==> src/rtl/sfir_pkg.sv <==
// Package: sizes, item mode codes and shared types of the symmetric FIR filter.
`default_nettype none
package sfir_pkg;

	// Storage limits and data widths.
	localparam int MAX_DISTINCT = 16;
	localparam int SAMPLE_W     = 16;
	localparam int COEF_W       = 16;
	localparam int HIST_DEPTH   = 2 * MAX_DISTINCT - 1;

	// Address and count widths derived from the storage limits.
	localparam int HADDR_W = (HIST_DEPTH > 1) ? $clog2(HIST_DEPTH) : 1;
	localparam int CIDX_W  = (MAX_DISTINCT > 1) ? $clog2(MAX_DISTINCT) : 1;
	localparam int NCNT_W  = $clog2(MAX_DISTINCT + 1);

	// Datapath widths: pre-add, product and accumulator.
	localparam int PRE_W  = SAMPLE_W + 1;
	localparam int PROD_W = PRE_W + COEF_W;
	localparam int ACC_W  = PROD_W + CIDX_W + 1;

	// Fixed port widths.
	localparam int MODE_W = 2;
	localparam int IDX_W  = 4;
	localparam int TAPS_W = 5;

	// Item modes.
	localparam logic [MODE_W-1:0] MODE_FILTER = 2'd0;
	localparam logic [MODE_W-1:0] MODE_COEF   = 2'd1;
	localparam logic [MODE_W-1:0] MODE_CLEAR  = 2'd2;

	// Tag that travels down the multiply-accumulate pipeline with each tap read.
	typedef struct packed {
		logic valid;
		logic first;
		logic last;
		logic center;
	} step_t;

endpackage
`default_nettype wire

==> src/rtl/sfir_item_if.sv <==
// Interface: input item channel of the symmetric FIR filter.
`default_nettype none
interface sfir_item_if;
	logic                              valid;
	logic                              ready;
	logic [sfir_pkg::MODE_W-1:0]       mode;
	logic signed [sfir_pkg::SAMPLE_W-1:0] sample;
	logic [sfir_pkg::IDX_W-1:0]        coef_index;
	logic signed [sfir_pkg::COEF_W-1:0]   coef_value;

	modport source (output valid, output mode, output sample, output coef_index,
		output coef_value, input ready);
	modport sink (input valid, input mode, input sample, input coef_index,
		input coef_value, output ready);
endinterface
`default_nettype wire

==> src/rtl/sfir_result_if.sv <==
// Interface: result item channel of the symmetric FIR filter.
`default_nettype none
interface sfir_result_if;
	logic                                 valid;
	logic                                 ready;
	logic signed [sfir_pkg::SAMPLE_W-1:0] filtered;
	logic                                 saturated;

	modport source (output valid, output filtered, output saturated, input ready);
	modport sink (input valid, input filtered, input saturated, output ready);
endinterface
`default_nettype wire

==> src/rtl/symmetric_fir_filter.sv <==
// Top level: folded type I symmetric FIR filter with its sequencer and memories.
//
// This block is an odd-length (2N-1 taps) symmetric FIR filter in folded form,
// with N set by the distinct_taps register (0 acts as 1, values above 16 act
// as 16). Each input item carries a mode: a filter item pushes its sample into
// a 31-entry circular history memory and yields one result item, a coefficient
// item writes one of the 16 distinct Q1.15 coefficients, and a clear item
// empties the history so that earlier samples read as zero again; the latter
// two yield no result. For every tap pair the sequencer reads two history
// entries and one coefficient from synchronous memories in one cycle, and a
// shared pipeline pre-adds the pair, multiplies and accumulates at full
// precision; the center tap takes the last step. The sum is shifted right by
// 15 with floor rounding and saturated to 16 bits, and the saturated flag
// marks a clipped result. A filter item holds the block from its accept, which
// writes the sample, through N read steps on the history and coefficient ports
// and the pipeline drain until its result enters the output register once an
// earlier result is taken. Coefficient and clear items complete on accept. The
// output register lets the next item in while a result still waits to be
// taken. Write distinct_taps only while no filter item is in progress.
`default_nettype none
module symmetric_fir_filter (
	input  wire logic                          clk,
	input  wire logic                          arst_n,
	sfir_item_if.sink                          item,
	sfir_result_if.source                      result,
	input  wire logic                          cfg_wr_en,
	input  wire logic [sfir_pkg::TAPS_W-1:0]   cfg_wr_data
);

	localparam int HADDR_W = sfir_pkg::HADDR_W;
	localparam int CIDX_W  = sfir_pkg::CIDX_W;
	localparam int NCNT_W  = sfir_pkg::NCNT_W;
	localparam logic [HADDR_W-1:0] HIST_LAST  = HADDR_W'(sfir_pkg::HIST_DEPTH - 1);
	localparam logic [HADDR_W:0]   HIST_DEPTH = (HADDR_W+1)'(sfir_pkg::HIST_DEPTH);

	// Sequencer states.
	localparam logic [1:0] ST_IDLE   = 2'd0;
	localparam logic [1:0] ST_ISSUE  = 2'd1;
	localparam logic [1:0] ST_DRAIN  = 2'd2;
	localparam logic [1:0] ST_FINISH = 2'd3;

	logic [1:0]                           state_q;
	logic [sfir_pkg::TAPS_W-1:0]          taps_q;
	logic [HADDR_W-1:0]                   write_pos_q;
	logic [HADDR_W-1:0]                   addr_a_q;
	logic [HADDR_W-1:0]                   addr_b_q;
	logic [CIDX_W-1:0]                    k_q;
	logic                                 out_valid_q;
	logic signed [sfir_pkg::SAMPLE_W-1:0] out_filtered_q;
	logic                                 out_saturated_q;

	logic [NCNT_W-1:0]                    n_eff;
	logic [HADDR_W:0]                     b_sum;
	logic [HADDR_W-1:0]                   b_start;
	logic                                 accept;
	logic                                 filter_acc;
	logic                                 coef_acc;
	logic                                 clear_acc;
	logic                                 k_last;
	logic                                 out_free;
	sfir_pkg::step_t                      step;
	logic signed [sfir_pkg::SAMPLE_W-1:0] hist_a;
	logic signed [sfir_pkg::SAMPLE_W-1:0] hist_b;
	logic signed [sfir_pkg::COEF_W-1:0]   coef;
	logic                                 acc_done;
	logic signed [sfir_pkg::SAMPLE_W-1:0] mac_filtered;
	logic                                 mac_saturated;

	// Effective number of distinct coefficients, clamped to the supported range.
	always_comb begin
		if (taps_q == '0) begin
			n_eff = NCNT_W'(1);
		end else if (int'(taps_q) > sfir_pkg::MAX_DISTINCT) begin
			n_eff = NCNT_W'(sfir_pkg::MAX_DISTINCT);
		end else begin
			n_eff = NCNT_W'(taps_q);
		end
	end

	// The far end of the window sits 2N-2 slots behind the new sample.
	assign b_sum   = {1'b0, write_pos_q} + HIST_DEPTH - (HADDR_W+1)'(2 * int'(n_eff) - 2);
	assign b_start = (b_sum >= HIST_DEPTH) ? HADDR_W'(b_sum - HIST_DEPTH) : HADDR_W'(b_sum);

	assign item.ready = (state_q == ST_IDLE);
	assign accept     = item.valid & item.ready;
	assign filter_acc = accept & (item.mode == sfir_pkg::MODE_FILTER);
	assign coef_acc   = accept & (item.mode == sfir_pkg::MODE_COEF)
		& (int'(item.coef_index) < sfir_pkg::MAX_DISTINCT);
	assign clear_acc  = accept & (item.mode == sfir_pkg::MODE_CLEAR);

	assign k_last   = (int'(k_q) + 1 == int'(n_eff));
	assign out_free = ~out_valid_q | result.ready;

	// One read step per distinct coefficient; the last step is the center tap.
	always_comb begin
		step.valid  = (state_q == ST_ISSUE);
		step.first  = (k_q == '0);
		step.last   = k_last;
		step.center = k_last;
	end

	always_ff @(posedge clk or negedge arst_n) begin
		if (!arst_n) begin
			state_q     <= ST_IDLE;
			taps_q      <= sfir_pkg::TAPS_W'(1);
			write_pos_q <= '0;
			out_valid_q <= 1'b0;
		end else begin
			if (cfg_wr_en) begin
				taps_q <= cfg_wr_data;
			end
			if (result.ready) begin
				out_valid_q <= 1'b0;
			end
			case (state_q)
				ST_IDLE: begin
					if (filter_acc) begin
						write_pos_q <= (write_pos_q == HIST_LAST) ? '0 : write_pos_q + 1'b1;
						state_q     <= ST_ISSUE;
					end else if (clear_acc) begin
						write_pos_q <= '0;
					end
				end
				ST_ISSUE: begin
					if (k_last) begin
						state_q <= ST_DRAIN;
					end
				end
				ST_DRAIN: begin
					if (acc_done) begin
						state_q <= ST_FINISH;
					end
				end
				ST_FINISH: begin
					if (out_free) begin
						out_valid_q <= 1'b1;
						state_q     <= ST_IDLE;
					end
				end
				default: begin
					state_q <= ST_IDLE;
				end
			endcase
		end
	end

	// Read addresses walk inward from both ends of the window.
	always_ff @(posedge clk) begin
		if (filter_acc) begin
			addr_a_q <= write_pos_q;
			addr_b_q <= b_start;
			k_q      <= '0;
		end else if (state_q == ST_ISSUE) begin
			addr_a_q <= (addr_a_q == '0) ? HIST_LAST : addr_a_q - 1'b1;
			addr_b_q <= (addr_b_q == HIST_LAST) ? '0 : addr_b_q + 1'b1;
			k_q      <= k_q + 1'b1;
		end
		if (state_q == ST_FINISH && out_free) begin
			out_filtered_q  <= mac_filtered;
			out_saturated_q <= mac_saturated;
		end
	end

	assign result.valid     = out_valid_q;
	assign result.filtered  = out_filtered_q;
	assign result.saturated = out_saturated_q;

	sfir_hist_mem u_hist (
		.clk       (clk),
		.arst_n    (arst_n),
		.clear     (clear_acc),
		.wr_en     (filter_acc),
		.wr_addr   (write_pos_q),
		.wr_data   (item.sample),
		.rd_addr_a (addr_a_q),
		.rd_addr_b (addr_b_q),
		.rd_data_a (hist_a),
		.rd_data_b (hist_b)
	);

	sfir_coef_mem u_coef (
		.clk     (clk),
		.arst_n  (arst_n),
		.wr_en   (coef_acc),
		.wr_addr (CIDX_W'(item.coef_index)),
		.wr_data (item.coef_value),
		.rd_addr (k_q),
		.rd_data (coef)
	);

	sfir_mac u_mac (
		.clk       (clk),
		.arst_n    (arst_n),
		.step      (step),
		.hist_a    (hist_a),
		.hist_b    (hist_b),
		.coef      (coef),
		.acc_done  (acc_done),
		.filtered  (mac_filtered),
		.saturated (mac_saturated)
	);

endmodule
`default_nettype wire

==> src/rtl/sfir_hist_mem.sv <==
// Sample history memory: one write port, two registered read ports, valid bits.
`default_nettype none
module sfir_hist_mem (
	input  wire logic                                 clk,
	input  wire logic                                 arst_n,
	input  wire logic                                 clear,
	input  wire logic                                 wr_en,
	input  wire logic [sfir_pkg::HADDR_W-1:0]         wr_addr,
	input  wire logic signed [sfir_pkg::SAMPLE_W-1:0] wr_data,
	input  wire logic [sfir_pkg::HADDR_W-1:0]         rd_addr_a,
	input  wire logic [sfir_pkg::HADDR_W-1:0]         rd_addr_b,
	output logic signed [sfir_pkg::SAMPLE_W-1:0]      rd_data_a,
	output logic signed [sfir_pkg::SAMPLE_W-1:0]      rd_data_b
);

	logic signed [sfir_pkg::SAMPLE_W-1:0] mem [sfir_pkg::HIST_DEPTH];
	logic [sfir_pkg::HIST_DEPTH-1:0]      vld_q;
	logic signed [sfir_pkg::SAMPLE_W-1:0] data_a_q;
	logic signed [sfir_pkg::SAMPLE_W-1:0] data_b_q;
	logic                                 vld_a_q;
	logic                                 vld_b_q;

	always_ff @(posedge clk) begin
		if (wr_en) begin
			mem[wr_addr] <= wr_data;
		end
		data_a_q <= mem[rd_addr_a];
		data_b_q <= mem[rd_addr_b];
	end

	// A slot that was never written since the last clear reads as zero.
	always_ff @(posedge clk or negedge arst_n) begin
		if (!arst_n) begin
			vld_q   <= '0;
			vld_a_q <= 1'b0;
			vld_b_q <= 1'b0;
		end else begin
			if (clear) begin
				vld_q <= '0;
			end else if (wr_en) begin
				vld_q[wr_addr] <= 1'b1;
			end
			vld_a_q <= vld_q[rd_addr_a];
			vld_b_q <= vld_q[rd_addr_b];
		end
	end

	assign rd_data_a = vld_a_q ? data_a_q : '0;
	assign rd_data_b = vld_b_q ? data_b_q : '0;

endmodule
`default_nettype wire

==> src/rtl/sfir_coef_mem.sv <==
// Coefficient memory: one write port, one registered read port, valid bits.
`default_nettype none
module sfir_coef_mem (
	input  wire logic                               clk,
	input  wire logic                               arst_n,
	input  wire logic                               wr_en,
	input  wire logic [sfir_pkg::CIDX_W-1:0]        wr_addr,
	input  wire logic signed [sfir_pkg::COEF_W-1:0] wr_data,
	input  wire logic [sfir_pkg::CIDX_W-1:0]        rd_addr,
	output logic signed [sfir_pkg::COEF_W-1:0]      rd_data
);

	logic signed [sfir_pkg::COEF_W-1:0] mem [sfir_pkg::MAX_DISTINCT];
	logic [sfir_pkg::MAX_DISTINCT-1:0]  vld_q;
	logic signed [sfir_pkg::COEF_W-1:0] data_q;
	logic                               rd_vld_q;

	always_ff @(posedge clk) begin
		if (wr_en) begin
			mem[wr_addr] <= wr_data;
		end
		data_q <= mem[rd_addr];
	end

	// Coefficients read as zero until written.
	always_ff @(posedge clk or negedge arst_n) begin
		if (!arst_n) begin
			vld_q    <= '0;
			rd_vld_q <= 1'b0;
		end else begin
			if (wr_en) begin
				vld_q[wr_addr] <= 1'b1;
			end
			rd_vld_q <= vld_q[rd_addr];
		end
	end

	assign rd_data = rd_vld_q ? data_q : '0;

endmodule
`default_nettype wire

==> src/rtl/sfir_mac.sv <==
// Pre-add, multiply and accumulate pipeline with the final shift and saturation.
`default_nettype none
module sfir_mac (
	input  wire logic                                 clk,
	input  wire logic                                 arst_n,
	input  wire sfir_pkg::step_t                      step,
	input  wire logic signed [sfir_pkg::SAMPLE_W-1:0] hist_a,
	input  wire logic signed [sfir_pkg::SAMPLE_W-1:0] hist_b,
	input  wire logic signed [sfir_pkg::COEF_W-1:0]   coef,
	output logic                                      acc_done,
	output logic signed [sfir_pkg::SAMPLE_W-1:0]      filtered,
	output logic                                      saturated
);

	localparam int ACC_W = sfir_pkg::ACC_W;
	localparam int SW    = sfir_pkg::SAMPLE_W;
	localparam logic signed [ACC_W-1:0] SAT_MAX =
		{{(ACC_W-SW+1){1'b0}}, {(SW-1){1'b1}}};
	localparam logic signed [ACC_W-1:0] SAT_MIN = ~SAT_MAX;

	sfir_pkg::step_t                       step_s1;
	sfir_pkg::step_t                       step_s2;
	sfir_pkg::step_t                       step_s3;
	logic signed [sfir_pkg::PRE_W-1:0]     pre_s2;
	logic signed [sfir_pkg::COEF_W-1:0]    coef_s2;
	logic signed [sfir_pkg::PROD_W-1:0]    prod_s3;
	logic signed [ACC_W-1:0]               acc_q;
	logic                                  done_q;
	logic signed [sfir_pkg::PRE_W-1:0]     b_ext;
	logic signed [ACC_W-1:0]               shifted;

	always_ff @(posedge clk or negedge arst_n) begin
		if (!arst_n) begin
			step_s1 <= '0;
			step_s2 <= '0;
			step_s3 <= '0;
			done_q  <= 1'b0;
		end else begin
			step_s1 <= step;
			step_s2 <= step_s1;
			step_s3 <= step_s2;
			done_q  <= step_s3.valid & step_s3.last;
		end
	end

	// The center tap has no mirror partner, so its second operand is dropped.
	assign b_ext = step_s1.center ? '0 : sfir_pkg::PRE_W'(hist_b);

	always_ff @(posedge clk) begin
		pre_s2  <= sfir_pkg::PRE_W'(hist_a) + b_ext;
		coef_s2 <= coef;
		prod_s3 <= pre_s2 * coef_s2;
		if (step_s3.valid) begin
			acc_q <= (step_s3.first ? '0 : acc_q) + ACC_W'(prod_s3);
		end
	end

	assign acc_done = done_q;

	// Arithmetic shift floors toward minus infinity, then clip to the sample range.
	assign shifted = acc_q >>> (sfir_pkg::COEF_W - 1);

	always_comb begin
		if (shifted > SAT_MAX) begin
			filtered  = SW'(SAT_MAX);
			saturated = 1'b1;
		end else if (shifted < SAT_MIN) begin
			filtered  = SW'(SAT_MIN);
			saturated = 1'b1;
		end else begin
			filtered  = SW'(shifted);
			saturated = 1'b0;
		end
	end

endmodule
`default_nettype wire
==> src/flat_wrapper.sv <==
// flat-port wrapper written by rule: the top's interface ports become plain ports
module symmetric_fir_filter_flat 
  (clk, arst_n, cfg_wr_en, cfg_wr_data, item_valid, item_mode, item_sample, item_coef_index, item_coef_value, item_ready, result_valid, result_filtered, result_saturated, result_ready);
  sfir_item_if item_i ();
  sfir_result_if result_i ();
  input  wire logic clk;
  input  wire logic arst_n;
  input  wire logic cfg_wr_en;
  input  wire logic [sfir_pkg::TAPS_W-1:0] cfg_wr_data;
  input wire logic [$bits(item_i.valid)-1:0] item_valid;
  input wire logic [$bits(item_i.mode)-1:0] item_mode;
  input wire logic [$bits(item_i.sample)-1:0] item_sample;
  input wire logic [$bits(item_i.coef_index)-1:0] item_coef_index;
  input wire logic [$bits(item_i.coef_value)-1:0] item_coef_value;
  output wire logic [$bits(item_i.ready)-1:0] item_ready;
  output wire logic [$bits(result_i.valid)-1:0] result_valid;
  output wire logic [$bits(result_i.filtered)-1:0] result_filtered;
  output wire logic [$bits(result_i.saturated)-1:0] result_saturated;
  input wire logic [$bits(result_i.ready)-1:0] result_ready;
  assign item_i.valid = item_valid;
  assign item_i.mode = item_mode;
  assign item_i.sample = item_sample;
  assign item_i.coef_index = item_coef_index;
  assign item_i.coef_value = item_coef_value;
  assign item_ready = item_i.ready;
  assign result_valid = result_i.valid;
  assign result_filtered = result_i.filtered;
  assign result_saturated = result_i.saturated;
  assign result_i.ready = result_ready;
  symmetric_fir_filter u_core (.clk(clk), .arst_n(arst_n), .item(item_i), .result(result_i), .cfg_wr_en(cfg_wr_en), .cfg_wr_data(cfg_wr_data));
endmodule
==> config.mk <==
export PLATFORM = sky130hd
export DESIGN_NAME = symmetric_fir_filter_flat
export DESIGN_NICKNAME = d
export VERILOG_FILES = /design/src/rtl/sfir_pkg.sv /design/src/rtl/sfir_item_if.sv /design/src/rtl/sfir_result_if.sv /design/src/rtl/symmetric_fir_filter.sv /design/src/rtl/sfir_hist_mem.sv /design/src/rtl/sfir_coef_mem.sv /design/src/rtl/sfir_mac.sv /design/src/flat_wrapper.sv
export SDC_FILE = /design/constraint.sdc
export NUM_CORES = 2
export LEC_CHECK = 0
export BUFFER_PORTS_ARGS = -buffer_cell sky130_fd_sc_hd__buf_2
export CORE_ASPECT_RATIO = 0.5
export CORE_MARGIN = 5
export CORE_UTILIZATION = 35
export DETAILED_ROUTE_END_ITERATION = 6
export PLACE_DENSITY = 0.58
export SLEW_MARGIN = 20
export SYNTH_ARGS = -nofsm -noshare
export SYNTH_HDL_FRONTEND = slang
export SYNTH_SLANG_ARGS = --single-unit
export TNS_END_PERCENT = 50
==> constraint.sdc <==
create_clock -name clk -period 8.42 [get_ports clk]
set_input_delay 0.421 -clock clk [delete_from_list [all_inputs] [get_ports clk]]
set_output_delay 0.421 -clock clk [all_outputs]
set_load 0.02 [all_outputs]
== Word level (Yosys, flattened, before mapping) ==
Memories as Yosys holds them, arrays and structs flattened. A register that Yosys moved wholly into a read port is not among the register bits.
Cells that the tools add are included.

* Logic and storage cells: 128
* Memories kept: 2
* Output and inout port bits: 19
* Input bits: 48
* Register bits: 208
* RAM bits: 752

* Magnitude comparators: 11
* Multiply operators: 1
* Equality and inequality tests: 12
* Bitwise logic cells: 9
* $add $sub $neg: 11
* Multiplexer cells: 42
* Reductions and logical operators: 12

{| class="wikitable"
|+ Memory list
! memory !! words !! bits a word !! read ports !! clocked after Yosys merged registers in !! wr ports !! RTL line !! source
|-
| u_core.u_hist.mem || 31 || 16 || 2 || 2 || 1 || sfir_hist_mem.sv:16 || <nowiki>logic signed [sfir_pkg::SAMPLE_W-1:0] mem [sfir_pkg::HIST_DEPTH];</nowiki>
|-
| u_core.u_coef.mem || 16 || 16 || 1 || 1 || 1 || sfir_coef_mem.sv:13 || <nowiki>logic signed [sfir_pkg::COEF_W-1:0] mem [sfir_pkg::MAX_DISTINCT];</nowiki>
|}

{| class="wikitable"
|+ Operators with widths
! cell !! count
|-
| $mux 31 || 2
|-
| $mux 5 || 12
|-
| $mux 16 || 3
|-
| $add 38x38->38 || 1
|-
| $mux 38 || 1
|-
| $mul 17x16->33 || 1
|-
| $eq 32x6->1 || 1
|-
| $or 31x31->31 || 1
|-
| $gt 23x16->1 const B || 1
|-
| $lt 23x16->1 const B || 1
|-
| $lt 5x6->1 const B || 3
|-
| $add 16x17->17 || 1
|-
| $mux 17 || 1
|-
| $or 16x16->16 || 1
|-
| $mux 1 || 13
|-
| $add 5x1->5 const B || 2
|-
| $bmux 1 s5 || 2
|-
| $eq 5x5->1 const B || 2
|-
| $logic_not 5->1 || 2
|-
| $lt 4x5->1 const B || 2
|-
| $mux 2 || 4
|-
| $pmux 2 s4 || 1
|-
| $add 5x5->6 const B || 1
|-
| $eq 2x2->1 const B || 3
|-
| other kinds (25) || 36
|}

== Longest topological paths before layout ==
* Depth in word-level cells: 8
* Gate-level depth with buffers: 24
* Depth with buffers taken out: 21

== Hierarchy ==
A second synthesis with hierarchy kept.

* Cells, all modules: 3,879
* Area, all modules: 54,920.2 µm²

{| class="wikitable"
|+ Modules (own cells, without submodules)
! module !! times used !! cells an instance !! area each (µm²) !! seq. area each (µm²)
|-
| sfir_hist_mem || 1 || 1,476 || 25,587.0 || 16,360.7
|-
| sfir_mac || 1 || 1,701 || 16,154.2 || 2,737.6
|-
| sfir_coef_mem || 1 || 491 || 10,802.9 || 8,433.1
|-
| symmetric_fir_filter || 1 || 211 || 2,376.0 || 1,217.4
|}

== Worst setup path after synthesis ==
OpenSTA, ideal clock, no wires.

* Path type: register to register
* Start: register u_core.u_mac.coef_s2[1] (netlist name)
* End: register u_core.u_mac.prod_s3[31] (netlist name)
* Stages on the path, launching flop included: 23
* Arrival: 6.255 ns
* Path slack: 2.038 ns
* Path buffers: 1
* Clock period less this slack: 6.382 ns
* Data required time: 8.293 ns
* Setup time: 0.127 ns
* Cells stage by stage: dfxtp_1 > clkbuf_1 > nand2_1 > inv_1 > fa_1 > fa_1 > inv_1 > fa_1 > inv_1 > fa_1 > fa_1 > inv_1 > fa_1 > inv_1 > ha_1 > and3_1 > and2_1 > a221oi_1 > nor2b_1 > a311o_1 > a311oi_1 > nor2_1 > or3_1

* Cells in the longest elaborated chain, start to end: 1

{| class="wikitable"
|+ RTL lines
! item !! RTL line !! source
|-
| from (decl) || sfir_mac.sv:25 || <nowiki>logic signed [sfir_pkg::COEF_W-1:0] coef_s2;</nowiki>
|-
| from (signal assigned) || sfir_mac.sv:51 || <nowiki>coef_s2 <= coef;</nowiki>
|-
| $mul 17x16->33 || sfir_mac.sv:52 || <nowiki>prod_s3 <= pre_s2 * coef_s2;</nowiki>
|-
| to (signal assigned) || sfir_mac.sv:52 ||
|-
| to (decl) || sfir_mac.sv:26 || <nowiki>logic signed [sfir_pkg::PROD_W-1:0] prod_s3;</nowiki>
|}

Every way passes these cells.
A chain may end at the register's enable or synchronous reset.

== Final worst setup path ==
Ends and elaborated chain as after synthesis.

==> run_results.csv <==
group,metric,value,unit
worst_setup_path,cp_max_fo,17,
logic_synthesis,yosys_warnings,0,
timing,slew_headroom,23.59,%
route,postRouteAntennaNets,0,
clock_tree,clockBufferDepth,3,
finish,drive_above_1_share,20.87,%
logic_synthesis,synth_cells,3603,
clock_tree,cts_tree,"yes",
pwr,ir_worst_vdd,0.0004110,V
placement,io_buffers,66,
clock_tree,cts_buffers,96,
timing,clock.fmax,142.3,MHz
timing,setup_viol,0,
timing,worstMarginPinSlew,1.143,ns
logic_synthesis,ys_seq_elements,1008,
die,initial_core_util,35.28,%
logic_synthesis,synth-simple-area-share,6.762,%
placement,dpl.hpwl,86020,microns
route,dr.first_iter.drc_count,2711,
placement,place_congestion,0.8391,
grt,grt_usage,16.73,%
hold_path,hold_path_class,"in -> reg",
timing,drv_slew,0,
logic_synthesis,yosysSeqAreaShare,52.55,%
worst_setup_path,endpoint_kind,"register",
logic_synthesis,syn_nets,4089,
logic_synthesis,synthMuxAreaShare,17.63,%
timing,hold-worst-slack,0.05369,ns
grt,grt_pass1_wl,207500,microns
finish,final_util,39.32,%
worst_setup_path,cp.arrival,7.59,ns
route,drtPass1Iterations,7,
logic_synthesis,synth_top_cell_by_area,"edfxtp_1",
timing,period_needed,7.026,ns
worst_setup_path,slowest_delay,0.83,ns
logic_synthesis,yosysUniqueCellTypes,73,
logic_synthesis,synth_top_flop_cell,"edfxtp_1",
worst_setup_path,startpoint_type,"register",
logic_synthesis,netlist_area,54660,sq um
worst_setup_path,cp_cell_sequence,"nand2_1, inv_1, fa_1, fa_1, inv_1, fa_1, inv_1, fa_1, fa_1, inv_1, fa_1, inv_1, ha_1, and3_1, and2_1, a221oi_1, nor2b_1, a311o_1, a311oi_1, nor4b_1, or3_1",
logic_synthesis,synth_area_per_cell,15.17,sq um
route,wire_per_inst,23.62,microns
logic_synthesis,synth_xor_area_share,1.442,%
die,ios,67,
grt,grt_pass1_vias,32620,
pwr,power.leakage,22.91,nW
pwr,power.total,16.99,mW
logic_synthesis,synth_compound_area_share,4.061,%
die,rows,102,
finish,nNetsFinal,4140,
grt,grt_max_degree,157,
status,outcome,"complete, no violations",
route,wirelength,137500,microns
worst_setup_path,cpMostUsedCell,"fa_1",
clock_tree,clock-root-buffer,"clkbuf_16",
route,via_count,30770,
timing,rsz0062_at_grt,"false",
timing,skew,0.07871,ns
route,avgViaCountPerCell,5.286,
die,die_w,568.9,microns
worst_setup_path,slowest_stage,"fa_1",
job,drv_cap,0,
placement,pre_cts_slack,1.417,ns
logic_synthesis,synth_adder_area_share,13.86,%
die,die_area,164700,sq um
worst_setup_path,worstPathRequired,8.98,ns
clock_tree,htreeDepth,3,
logic_synthesis,synth-async-reset-ratio,7.242,%
grt,antenna_found_initial,9,
logic_synthesis,synth_top_family_by_area,"multiplexers",
timing,finalHoldViolCount,0,
logic_synthesis,synth_edf_count,817,
timing,period_share,83.44,%
timing,fin_tns_setup,0,ns
route,drc,0,
grt,overflow,0,
clock_tree,clk_latency,0.72,ns
die,core_region_area,154900,sq um
die,die_h,289.4,microns
finish,syn_to_final_growth,11.47,%
logic_synthesis,synth.area.top_cells,"edfxtp_1 45%, mux4_2 16%, fa_1 10%, dfxtp_1 4.3%, ha_1 3.6%",
logic_synthesis,netlist.area_leader.share,44.88,%
worst_setup_path,crit_type,"reg -> reg",
clock_tree,clk_pin_slew,0.07,ns
clock_tree,cts.sinks,1008,
timing,finalWorstSetupSlack,1.394,ns
pwr,p_per_area,278.9,nW/um^2
==> kinds of logic after synthesis <==
logic type / count (synthesis)
DFF: 1008
and+or+nand+nor: 733
buffers and inverters: 528
muxes: 469
adders and majority gates: 438
AOI/OAI and AO/OA: 337
xor gates and xnor gates: 90
==> metrics by stage <==
stage / cell area [sq um] / instances
floorplan: 54660 / 3603
global placement: 57560 / 5629
detailed placement: 57560 / 5629
CTS: 60910 / 5817
global route: 60920 / 5819
finish: 60930 / 5820
==> power breakdown <==
group	internal [mW]	switching (mW)	total, mW
clock	2.56	1.94	4.50
combinational	2.90	3.12	6.02
sequential	5.95	0.526	6.48
total	11.4	5.58	17.0
==> worst max-delay path, delay by kind of cell, from the launching register on <==
kind / cells / cell delay [ns]
AO/OA/AOI/OAI: 3 / 0.76
adder cells (fa/ha/maj): 7 / 3.69
buffers and inverters: 5 / 0.47
flip-flops: 1 / 0.73
AND/OR/NAND/NOR: 6 / 1.29
==> repair_timing <==
action / CTS / global route
endpoints found under the setup margin: 0 / 0
endpoints found under the hold margin: 79 / 0
hold buffers: 7 / 0
setup buffers: 0 / 0
resized for setup: 0 / 0
==> registers in the layout, indices dropped and copies added, names as in the netlist, 16 cells and up <==
signal                  count
u_core.u_hist.mem         496
u_core.u_coef.mem         256
u_core.u_mac.acc_q         38
u_core.u_mac.prod_s3       33
u_core.u_hist.vld_q        31
u_core.u_mac.pre_s2        17
u_core.result.filtered     16
u_core.u_coef.data_q       16
u_core.u_coef.vld_q        16
u_core.u_hist.data_a_q     16
u_core.u_hist.data_b_q     16
u_core.u_mac.coef_s2       16
==> routing by layer <==
metal  wire length, microns  track usage (%)  vias up
li1                       -                -    13380
met1                  59750            22.87    16180
met2                  66130            28.02      994
met3                   8437            2.850      207
met4                   3155            4.036        4
met5                     26                0        -
==> Yosys cell counts (40+ instances only) <==
cell and count:
nor2_1 119, clkbuf_1 127, o21ai_0 80, inv_1 356, ha_1 159, fa_1 279, and2_1 183, nand2_1 224
a21oi_1 73, edfxtp_1 817, mux2_2 40, dfxtp_1 118, a21o_1 70, xnor2_1 67, mux4_2 391, dfrtp_1 72
nor2b_1 47
==> final timing paths <==
path | startpoint | to | slack (ns) | cells past startpoint
hold / removal | cfg_wr_en | u_core.taps_q[4] | 0.05 | 2
min in group asynchronous | arst_n | u_core.u_coef.vld_q[4] | 0.33 | 2
hold reg to reg | u_core.u_mac.step_s1[3] | u_core.u_mac.step_s2[3] | 0.35 | 0
setup reg to reg | u_core.u_mac.coef_s2[1] | u_core.u_mac.prod_s3[31] | 1.39 | 21
setup / recovery | u_core.u_mac.coef_s2[1] | u_core.u_mac.prod_s3[31] | 1.39 | 21
max in group asynchronous | arst_n | u_core.u_mac.step_s3[3] | 7.53 | 2
==> cell type report <==
| type | count | area, sq um |
|---|---|---|
| antenna | 3 | 7.507 |
| clock buffer | 134 | 2645 |
| clock inverter | 47 | 639.4 |
| fill | 14160 | 94010 |
| inverter | 356 | 1336 |
| multi-input combinational | 2067 | 24140 |
| sequential | 1008 | 28730 |
| tap | 2080 | 2603 |
| timing repair buffer | 125 | 822.0 |
==> cells in the final DEF (no fill, tap or decap), types with 21 or more instances in the layout <==
| master | netlist | routed |
|---|---|---|
| edfxtp_1 | 817 | 817 |
| mux4_2 | 391 | 391 |
| inv_1 | 356 | 356 |
| fa_1 | 279 | 279 |
| nand2_1 | 224 | 224 |
| and2_1 | 183 | 183 |
| ha_1 | 159 | 159 |
| dfxtp_1 | 118 | 115 |
| clkbuf_16 | 0 | 96 |
| o21ai_0 | 80 | 80 |
| nor2_1 | 119 | 76 |
| a21oi_1 | 73 | 73 |
| dfrtp_1 | 72 | 71 |
| a21o_1 | 70 | 70 |
| xnor2_1 | 67 | 67 |
| buf_2 | 30 | 65 |
| buf_4 | 0 | 50 |
| nor2b_1 | 47 | 47 |
| mux2_2 | 40 | 40 |
| mux2i_1 | 38 | 38 |
| nand3_1 | 30 | 30 |
| clkbuf_1 | 127 | 28 |
| nor3_1 | 31 | 27 |
| nor2_2 | 0 | 24 |
| xor2_1 | 23 | 23 |
| nand2b_1 | 21 | 21 |
(Power assumes the default switching activity.)
